==> src/rtl/core/gfsh_pkg.sv <==
`default_nettype none

package gfsh_pkg;

    localparam int TYPE_W      = 8;
    localparam int STD_W       = 16;
    localparam int SUM_W       = STD_W + 1;
    localparam int CNT_W       = 8;
    localparam int CFG_INDEX_W = 8;
    localparam int CFG_DATA_W  = 16;

    localparam logic [TYPE_W-1:0] RTK_FIXED_CODE = 8'd4;
    localparam logic [CNT_W-1:0]  CNT_MAX        = 8'd255;

    localparam logic [STD_W-1:0] STD_THRESHOLD_RESET = 16'd100;
    localparam logic [CNT_W-1:0] CONFIRM_RESET       = 8'd5;

    localparam logic [CFG_INDEX_W-1:0] REG_STD_THRESHOLD = 8'd0;
    localparam logic [CFG_INDEX_W-1:0] REG_CONFIRM       = 8'd1;

    typedef struct packed {
        logic             stable;
        logic             pend_val;
        logic [CNT_W-1:0] pend_cnt;
    } gfsh_deb_t;

endpackage

`default_nettype wire

==> src/rtl/core/gfsh_sol_if.sv <==
`default_nettype none

interface gfsh_sol_if
    import gfsh_pkg::*;
();
    logic              valid;
    logic              ready;
    logic [TYPE_W-1:0] pos_type;
    logic [STD_W-1:0]  lat_std_mm;
    logic [STD_W-1:0]  lon_std_mm;

    modport source (output valid, output pos_type, output lat_std_mm,
                    output lon_std_mm, input ready);
    modport sink   (input valid, input pos_type, input lat_std_mm,
                    input lon_std_mm, output ready);
endinterface

`default_nettype wire

==> src/rtl/core/gfsh_res_if.sv <==
`default_nettype none

interface gfsh_res_if;
    logic valid;
    logic ready;
    logic rtk_fixed_stable;
    logic std_converged_stable;
    logic rtk_changed;
    logic std_changed;

    modport source (output valid, output rtk_fixed_stable, output std_converged_stable,
                    output rtk_changed, output std_changed, input ready);
    modport sink   (input valid, input rtk_fixed_stable, input std_converged_stable,
                    input rtk_changed, input std_changed, output ready);
endinterface

`default_nettype wire

==> src/rtl/core/gfsh_cfg_if.sv <==
`default_nettype none

interface gfsh_cfg_if
    import gfsh_pkg::*;
();
    logic                   valid;
    logic                   ready;
    logic [CFG_INDEX_W-1:0] index;
    logic [CFG_DATA_W-1:0]  data;

    modport source (output valid, output index, output data, input ready);
    modport sink   (input valid, input index, input data, output ready);
endinterface

`default_nettype wire

==> src/rtl/core/gnss_fix_status_hysteresis_top.sv <==
// gnss fix status debouncer
// sol: one gnss solution per item (position type, lat/lon std deviation in mm)
// res: one result per solution item: the qualified rtk fixed and converged
//      flags plus one-item change pulses for each
// cfg: register writes, index 0 is the std threshold (mm), index 1 the
//      confirm count; always ready, write only while the block is idle
// an item taken lands in the input register, is evaluated combinationally
// and written into the result register once that register is free, and
// is presented on res from there; one item per cycle is sustained as
// long as the receiver takes results every cycle
// when the receiver stalls the result register holds, an empty input
// register takes one more item, then sol.ready drops until res moves again
// reset clears the debouncer state, both valids and restores the register
// defaults (threshold 100, confirm 5); the first item after reset seeds the
// stable flags with no change pulse
`default_nettype none

module gnss_fix_status_hysteresis_top
    import gfsh_pkg::*;
(
    input  wire         clk,
    input  wire         rst_n,
    gfsh_sol_if.sink    sol,
    gfsh_res_if.source  res,
    gfsh_cfg_if.sink    cfg
);

    logic [STD_W-1:0]  threshold_reg;
    logic [CNT_W-1:0]  confirm_reg;

    logic              s1_valid_reg;
    logic [TYPE_W-1:0] s1_type_reg;
    logic [STD_W-1:0]  s1_lat_reg;
    logic [STD_W-1:0]  s1_lon_reg;

    logic              seeded_reg;
    gfsh_deb_t         rtk_reg, rtk_next;
    gfsh_deb_t         conv_reg, conv_next;

    logic              out_valid_reg;
    logic              out_rtk_reg;
    logic              out_conv_reg;
    logic              out_rtk_chg_reg;
    logic              out_conv_chg_reg;

    logic              rtk_chg, conv_chg;
    logic              raw_rtk, raw_conv;
    logic [SUM_W-1:0]  std_sum, thr_x2;
    logic              advance;
    logic              take_in;

    function automatic gfsh_deb_t deb_step(input logic raw, input gfsh_deb_t cur,
                                           input logic [CNT_W-1:0] confirm,
                                           output logic chg);
        gfsh_deb_t nx;
        nx  = cur;
        chg = 1'b0;
        if (raw == cur.stable) begin
            nx.pend_cnt = '0;
        end
        else begin
            if (cur.pend_cnt == '0 || cur.pend_val != raw) begin
                nx.pend_val = raw;
                nx.pend_cnt = CNT_W'(1);
            end
            else if (cur.pend_cnt < CNT_MAX) begin
                nx.pend_cnt = cur.pend_cnt + CNT_W'(1);
            end
            if (nx.pend_cnt >= confirm) begin
                nx.stable   = raw;
                nx.pend_cnt = '0;
                chg         = 1'b1;
            end
        end
        return nx;
    endfunction

    assign cfg.ready = 1'b1;

    always_ff @(posedge clk or negedge rst_n)
    begin
        if (!rst_n)
        begin
            threshold_reg <= STD_THRESHOLD_RESET;
            confirm_reg   <= CONFIRM_RESET;
        end
        else if (cfg.valid)
        begin
            case (cfg.index)
                REG_STD_THRESHOLD: threshold_reg <= cfg.data;
                REG_CONFIRM:       confirm_reg   <= cfg.data[CNT_W-1:0];
                default:           ;
            endcase
        end
    end

    // result register frees up when empty or taken this cycle
    assign advance   = s1_valid_reg && (!out_valid_reg || res.ready);
    assign sol.ready = !s1_valid_reg || advance;
    assign take_in   = sol.valid && sol.ready;

    always_ff @(posedge clk or negedge rst_n)
    begin
        if (!rst_n)
        begin
            s1_valid_reg <= 1'b0;
        end
        else if (take_in)
        begin
            s1_valid_reg <= 1'b1;
        end
        else if (advance)
        begin
            s1_valid_reg <= 1'b0;
        end
    end

    always_ff @(posedge clk)
    begin
        if (take_in)
        begin
            s1_type_reg <= sol.pos_type;
            s1_lat_reg  <= sol.lat_std_mm;
            s1_lon_reg  <= sol.lon_std_mm;
        end
    end

    // mean <= threshold done as lat + lon <= 2 * threshold
    assign std_sum  = {1'b0, s1_lat_reg} + {1'b0, s1_lon_reg};
    assign thr_x2   = {threshold_reg, 1'b0};
    assign raw_rtk  = (s1_type_reg == RTK_FIXED_CODE);
    assign raw_conv = (std_sum <= thr_x2);

    always_comb
    begin
        rtk_chg  = 1'b0;
        conv_chg = 1'b0;
        rtk_next  = rtk_reg;
        conv_next = conv_reg;
        if (!seeded_reg)
        begin
            rtk_next.stable    = raw_rtk;
            rtk_next.pend_cnt  = '0;
            conv_next.stable   = raw_conv;
            conv_next.pend_cnt = '0;
        end
        else
        begin
            rtk_next  = deb_step(raw_rtk, rtk_reg, confirm_reg, rtk_chg);
            conv_next = deb_step(raw_conv, conv_reg, confirm_reg, conv_chg);
        end
    end

    always_ff @(posedge clk or negedge rst_n)
    begin
        if (!rst_n)
        begin
            seeded_reg <= 1'b0;
            rtk_reg    <= '0;
            conv_reg   <= '0;
        end
        else if (advance)
        begin
            seeded_reg <= 1'b1;
            rtk_reg    <= rtk_next;
            conv_reg   <= conv_next;
        end
    end

    always_ff @(posedge clk or negedge rst_n)
    begin
        if (!rst_n)
        begin
            out_valid_reg <= 1'b0;
        end
        else if (advance)
        begin
            out_valid_reg <= 1'b1;
        end
        else if (res.ready)
        begin
            out_valid_reg <= 1'b0;
        end
    end

    always_ff @(posedge clk)
    begin
        if (advance)
        begin
            out_rtk_reg      <= rtk_next.stable;
            out_conv_reg     <= conv_next.stable;
            out_rtk_chg_reg  <= rtk_chg;
            out_conv_chg_reg <= conv_chg;
        end
    end

    assign res.valid                = out_valid_reg;
    assign res.rtk_fixed_stable     = out_rtk_reg;
    assign res.std_converged_stable = out_conv_reg;
    assign res.rtk_changed          = out_rtk_chg_reg;
    assign res.std_changed          = out_conv_chg_reg;

`ifndef NO_ASSERTIONS
    a_unseeded_counts_clear: assert property (@(posedge clk) disable iff (!rst_n)
        !seeded_reg |-> (rtk_reg.pend_cnt == '0 && conv_reg.pend_cnt == '0))
        else $error("pending count set before the seeding item");

    a_rtk_pulse_flips: assert property (@(posedge clk) disable iff (!rst_n)
        advance |=> (!res.rtk_changed || res.rtk_fixed_stable != $past(rtk_reg.stable)))
        else $error("rtk change pulse without a flip of the stable flag");

    a_conv_pulse_flips: assert property (@(posedge clk) disable iff (!rst_n)
        advance |=> (!res.std_changed || res.std_converged_stable != $past(conv_reg.stable)))
        else $error("converged change pulse without a flip of the stable flag");

    a_stalled_item_held: assert property (@(posedge clk) disable iff (!rst_n)
        (s1_valid_reg && !advance) |=> (s1_valid_reg && !sol.ready == !advance))
        else $error("input register lost an item while the result was stalled");
`endif

endmodule

`default_nettype wire

==> src/flat_wrapper.sv <==
// flat-port wrapper written by rule: the top's interface ports become plain ports
module gnss_fix_status_hysteresis_top_flat import gfsh_pkg::*;
  (clk, rst_n, sol_valid, sol_pos_type, sol_lat_std_mm, sol_lon_std_mm, sol_ready, res_valid, res_rtk_fixed_stable, res_std_converged_stable, res_rtk_changed, res_std_changed, res_ready, cfg_valid, cfg_index, cfg_data, cfg_ready);
  gfsh_sol_if sol_i ();
  gfsh_res_if res_i ();
  gfsh_cfg_if cfg_i ();
  input  wire clk;
  input  wire rst_n;
  input wire logic [$bits(sol_i.valid)-1:0] sol_valid;
  input wire logic [$bits(sol_i.pos_type)-1:0] sol_pos_type;
  input wire logic [$bits(sol_i.lat_std_mm)-1:0] sol_lat_std_mm;
  input wire logic [$bits(sol_i.lon_std_mm)-1:0] sol_lon_std_mm;
  output wire logic [$bits(sol_i.ready)-1:0] sol_ready;
  output wire logic [$bits(res_i.valid)-1:0] res_valid;
  output wire logic [$bits(res_i.rtk_fixed_stable)-1:0] res_rtk_fixed_stable;
  output wire logic [$bits(res_i.std_converged_stable)-1:0] res_std_converged_stable;
  output wire logic [$bits(res_i.rtk_changed)-1:0] res_rtk_changed;
  output wire logic [$bits(res_i.std_changed)-1:0] res_std_changed;
  input wire logic [$bits(res_i.ready)-1:0] res_ready;
  input wire logic [$bits(cfg_i.valid)-1:0] cfg_valid;
  input wire logic [$bits(cfg_i.index)-1:0] cfg_index;
  input wire logic [$bits(cfg_i.data)-1:0] cfg_data;
  output wire logic [$bits(cfg_i.ready)-1:0] cfg_ready;
  assign sol_i.valid = sol_valid;
  assign sol_i.pos_type = sol_pos_type;
  assign sol_i.lat_std_mm = sol_lat_std_mm;
  assign sol_i.lon_std_mm = sol_lon_std_mm;
  assign sol_ready = sol_i.ready;
  assign res_valid = res_i.valid;
  assign res_rtk_fixed_stable = res_i.rtk_fixed_stable;
  assign res_std_converged_stable = res_i.std_converged_stable;
  assign res_rtk_changed = res_i.rtk_changed;
  assign res_std_changed = res_i.std_changed;
  assign res_i.ready = res_ready;
  assign cfg_i.valid = cfg_valid;
  assign cfg_i.index = cfg_index;
  assign cfg_i.data = cfg_data;
  assign cfg_ready = cfg_i.ready;
  gnss_fix_status_hysteresis_top u_core (.clk(clk), .rst_n(rst_n), .sol(sol_i), .res(res_i), .cfg(cfg_i));
endmodule
==> config.mk <==
export PLATFORM = sky130hd
export DESIGN_NAME = gnss_fix_status_hysteresis_top_flat
export DESIGN_NICKNAME = d
export VERILOG_FILES = /design/src/rtl/core/gfsh_pkg.sv /design/src/rtl/core/gfsh_sol_if.sv /design/src/rtl/core/gfsh_res_if.sv /design/src/rtl/core/gfsh_cfg_if.sv /design/src/rtl/core/gnss_fix_status_hysteresis_top.sv /design/src/flat_wrapper.sv
export SDC_FILE = /design/constraint.sdc
export NUM_CORES = 1
export LEC_CHECK = 0
export BUFFER_PORTS_ARGS = -buffer_cell sky130_fd_sc_hd__buf_2
export CORE_UTILIZATION = 55
export CTS_BUF_LIST = sky130_fd_sc_hd__clkbuf_2 sky130_fd_sc_hd__clkbuf_4 sky130_fd_sc_hd__clkbuf_8
export DETAILED_ROUTE_END_ITERATION = 10
export PLACE_DENSITY_LB_ADDON = 0.12
export SLEW_MARGIN = 0
export SYNTH_ARGS = -nofsm -noshare
export SYNTH_HDL_FRONTEND = slang
export SYNTH_SLANG_ARGS = --single-unit
==> constraint.sdc <==
create_clock -name clk -period 6.1 [get_ports clk]
set_input_delay 1.22 -clock clk [delete_from_list [all_inputs] [get_ports clk]]
set_output_delay 1.22 -clock clk [all_outputs]
set_load 0.02 [all_outputs]
==> impl_metrics.toml <==
[logic_synthesis]
ys_seq_elements = 91
synth_compound_area_frac = 0.163
synthSimpleGateAreaFrac = 0.149
async_flop_share = 0.516
synth_top_family_by_area = "compound AO/OA/AOI/OAI gates"
syn_nets = 617
syn_area_mm2 = 0.00534
ys_warn_count = 0
avgSynthCellArea_um2 = 10.8
synth_xor_area_frac = 0.0328
ys_types = 67
synth.area.mux_share = 0.0253
yosys.area_share.adder = 0.126
synth_edf_count = 44
seq_area_frac_synth = 0.469
yosys_most_used_dff = "edfxtp_1"
synthCells = 495

[clock_network]
cts_tree = "built"
cts-root-buf = "clkbuf_8"
clockBufferDepth = 2
hold_buffers = 0
clk_latency_ns = 0.36
htree_levels = 3
cts.sinks = 91
cts_buffers = 9
cts.clk_slew.worst_paths_ns = 0.10

[die]
ios = 76
die_area_mm2 = 0.0101
die_width_um = 101
core-area_mm2 = 0.00933
fp.dieH_um = 101
start_util = 0.573
fp-row-count = 35

[global_routing]
grt_first_pass_wirelength_um = 17200
grt_pass1_vias = 3830
antenna_found_initial = 0
grt.overflow.total = 0
grt_max_degree = 48
grt_usage = 0.219

[timing]
clock.fmax_ghz = 0.175
min_period_over_period = 0.936
worstMarginPinSlew_ns = 1.07
period_minus_slack_ns = 5.71
max_slew_margin = 0.287
timing_max_transition_violations_final = 0
setup_violations = 0
grt_setup_unrepaired = "false"
skew_ns = 0.0118
hold_violations = 0
tns_ns = 0

[critical_path]
crit_family = "compound AO/OA/AOI/OAI gates"
r2r-start = "u_core.s1_lon_reg[2]"
r2r_cells = 24
regToRegEndpoint = "u_core.conv_reg[1]"
cp_num_buf_inv = 0
slowest_delay_ns = 0.55
critPathLaunchType = "flip-flop"
path_max_fanout = 7
crit_path_end_kind = "flip-flop"
crit_type = "reg2reg"
critPathMostFrequentCell = "ha_1"
regToRegSetupSlack_ns = 0.39
critical_path.cell_chain = "ha_1 -> and3_1 -> a2111oi_4 -> nor3b_2 -> o21ai_1 -> a31o_2 -> a21o_1 -> xor2_1 -> ha_1 -> nand4_2 -> nor4_4 -> a21boi_2 -> or4b_4 -> a21boi_1 -> o21ai_2 -> nor2_1 -> ha_1 -> a21oi_1 -> o21ai_0 -> or2_2 -> a21oi_2 -> nand2_2 -> a2111o_1 -> o221ai_1"
required_ns = 6.37
critPathSlowestCell = "or4b_4"
crit_arrival_ns = 5.98

[detailed_routing]
drt_iter0_drc = 157
viasPerCell = 5.59
drt_wl_total_um = 10500
wl_per_cell_um = 14.8
drtPass1Iterations = 4
drc = 0
ant_nets = 0
routed-via-count = 3949

[finish]
final_cell_area_mm2 = 0.00608
filler_cell_count = 775
syn_to_final_growth_pct = 13.9
regArea_mm2 = 0.00250
drive_gt1_frac = 0.227
nets = 694
diodes = 0
multi_input_comb_area_mm2 = 0.00268

[run_status]
status = "complete, no violations"

[pwr]
ir_drop_mv = 0.188
power.density_mw_per_mm2 = 237
leakage_nw = 2.68

[hold_path]
holdPathStages = 1
min_path_type = "reg2reg"
hold_start = "u_core.confirm_reg[6]"
hold_end = "u_core.confirm_reg[6]"

[flow_run]
cap_violations = 0

[placement]
port_buffers = 74
placed_cell_area_mm2 = 0.00583
gp_congestion = 0.806
hpwl_um = 7980
## Yosys cell counts (2+ instances only)
master / n / area share
a2111oi_0: 3 / 0.0049
a211o_1: 2 / 0.0033
a211oi_1: 4 / 0.0056
a21o_1: 13 / 0.018
a21oi_1: 28 / 0.026
a221o_1: 2 / 0.0037
a22o_1: 7 / 0.011
a31oi_1: 4 / 0.0047
and2_1: 5 / 0.0059
and3_1: 5 / 0.0059
buf_2: 2 / 0.0019
buf_4: 2 / 0.0028
clkbuf_1: 5 / 0.0035
dfrtp_1: 42 / 0.20
dfstp_2: 5 / 0.025
edfxtp_1: 44 / 0.25
ha_1: 52 / 0.12
inv_1: 33 / 0.023
mux2_2: 12 / 0.025
nand2_1: 42 / 0.030
nand2b_1: 10 / 0.012
nand3_1: 18 / 0.017
nand3b_1: 2 / 0.0028
nand4_1: 3 / 0.0035
nor2_1: 31 / 0.022
nor2b_1: 4 / 0.0047
nor3_1: 8 / 0.0075
nor3b_1: 3 / 0.0042
nor4_1: 2 / 0.0023
nor4b_1: 3 / 0.0049
o211ai_1: 2 / 0.0028
o21a_1: 5 / 0.0070
o21ai_0: 31 / 0.029
o21ai_1: 4 / 0.0037
o22a_1: 3 / 0.0049
o31a_1: 2 / 0.0033
or2_2: 4 / 0.0047
xnor2_1: 12 / 0.020
xor2_1: 8 / 0.013
## cells in the final DEF, fill, tap and decap left out, drive strengths merged, types with 9 or more instances in the layout
master | Yosys | layout
a21o | 14 | 14
a21oi | 29 | 29
buf | 5 | 77
clkbuf | 6 | 9
dfrtp | 42 | 42
edfxtp | 44 | 44
ha | 52 | 52
inv | 33 | 35
mux2 | 12 | 12
nand2 | 42 | 42
nand2b | 10 | 10
nand3 | 18 | 18
nor2 | 31 | 31
o21ai | 35 | 35
xnor2 | 12 | 12
## how the worst max path moves through the flow
| stage | from | end | slack [ns] | depth (start not counted) |
|---|---|---|---|---|
| after floorplan | u_core.s1_lon_reg[2] | u_core.conv_reg[3] | 0.49 | 24 |
| after global placement | u_core.s1_lon_reg[2] | u_core.conv_reg[3] | 0.24 | 24 |
| after detailed placement | u_core.s1_lon_reg[2] | u_core.conv_reg[3] | 0.09 | 24 |
| after CTS | u_core.s1_lon_reg[2] | u_core.conv_reg[3] | 0.06 | 24 |
| after global routing | u_core.s1_lon_reg[2] | u_core.conv_reg[3] | 0.02 | 24 |
| final | u_core.s1_lon_reg[2] | u_core.conv_reg[1] | 0.39 | 24 |
## cell families (layout without fill, tap and decap cells)
logic type | after synthesis | count (layout)
flip-flops | 91 | 91
AND/OR/NAND/NOR | 149 | 149
multiplexers | 12 | 12
buffers and inverters | 44 | 126
XOR/XNOR | 20 | 20
adder cells (fa/ha/maj) | 53 | 53
AO/OA/AOI/OAI | 125 | 125
other | 1 | 1
## layout make-up
cell class / count / share of cell area
Multi-Input combinational cell: 360 / 0.441
Inverter: 33 / 0.0204
Timing Repair Buffer: 77 / 0.0646
Clock buffer: 9 / 0.0204
Tap cell: 129 / 0.0265
Clock inverter: 7 / 0.0160
Sequential cell: 91 / 0.411
## power by group
| part | switching (W) | total (W) | internal (W) |
|---|---|---|---|
| Combinational | 0.000157 | 0.000273 | 0.000116 |
| Clock | 0.000230 | 0.000463 | 0.000233 |
| Sequential | 0.0000174 | 0.000704 | 0.000687 |
## routing by layer
| metal | share of wire | vias up | track usage |
|---|---|---|---|
| li1 | - | 1968 | - |
| met1 | 0.43 | 1906 | 0.265 |
| met2 | 0.53 | 66 | 0.393 |
| met3 | 0.031 | 9 | 0.0465 |
| met4 | 0.011 | 0 | 0.0680 |
| met5 | 0 | - | 0 |
## worst register-to-register path: cells and delay by family (launching register included)
family,cells,cell delay (ns)
fa+ha+maj,3,0.93
xor+xnor,1,0.14
compound gates,12,2.31
flops,1,0.40
simple gates,8,1.86
## per-stage QoR
step / total power (W) / setup slack (ns) / util / cells / hold slack, ns
global placement: 0.000975 / 0.244 / 0.625 / 690 / 0.490
detailed placement: 0.000987 / 0.0876 / 0.625 / 690 / 0.494
finish: 0.00144 / 0.392 / 0.652 / 706 / 0.513
CTS: 0.00144 / 0.0555 / 0.649 / 706 / 0.515
global route: 0.00151 / 0.0249 / 0.652 / 706 / 0.541
floorplan: 0.000905 / 0.485 / - / 495 / 0.479
## what timing repair did
item / 4_1_cts / 5_1_grt
endpoints found under the setup margin: 0 / 8
resized for setup: 0 / 7
buffers inserted: 0 / 0
Power figures use the tool's default switching activity.
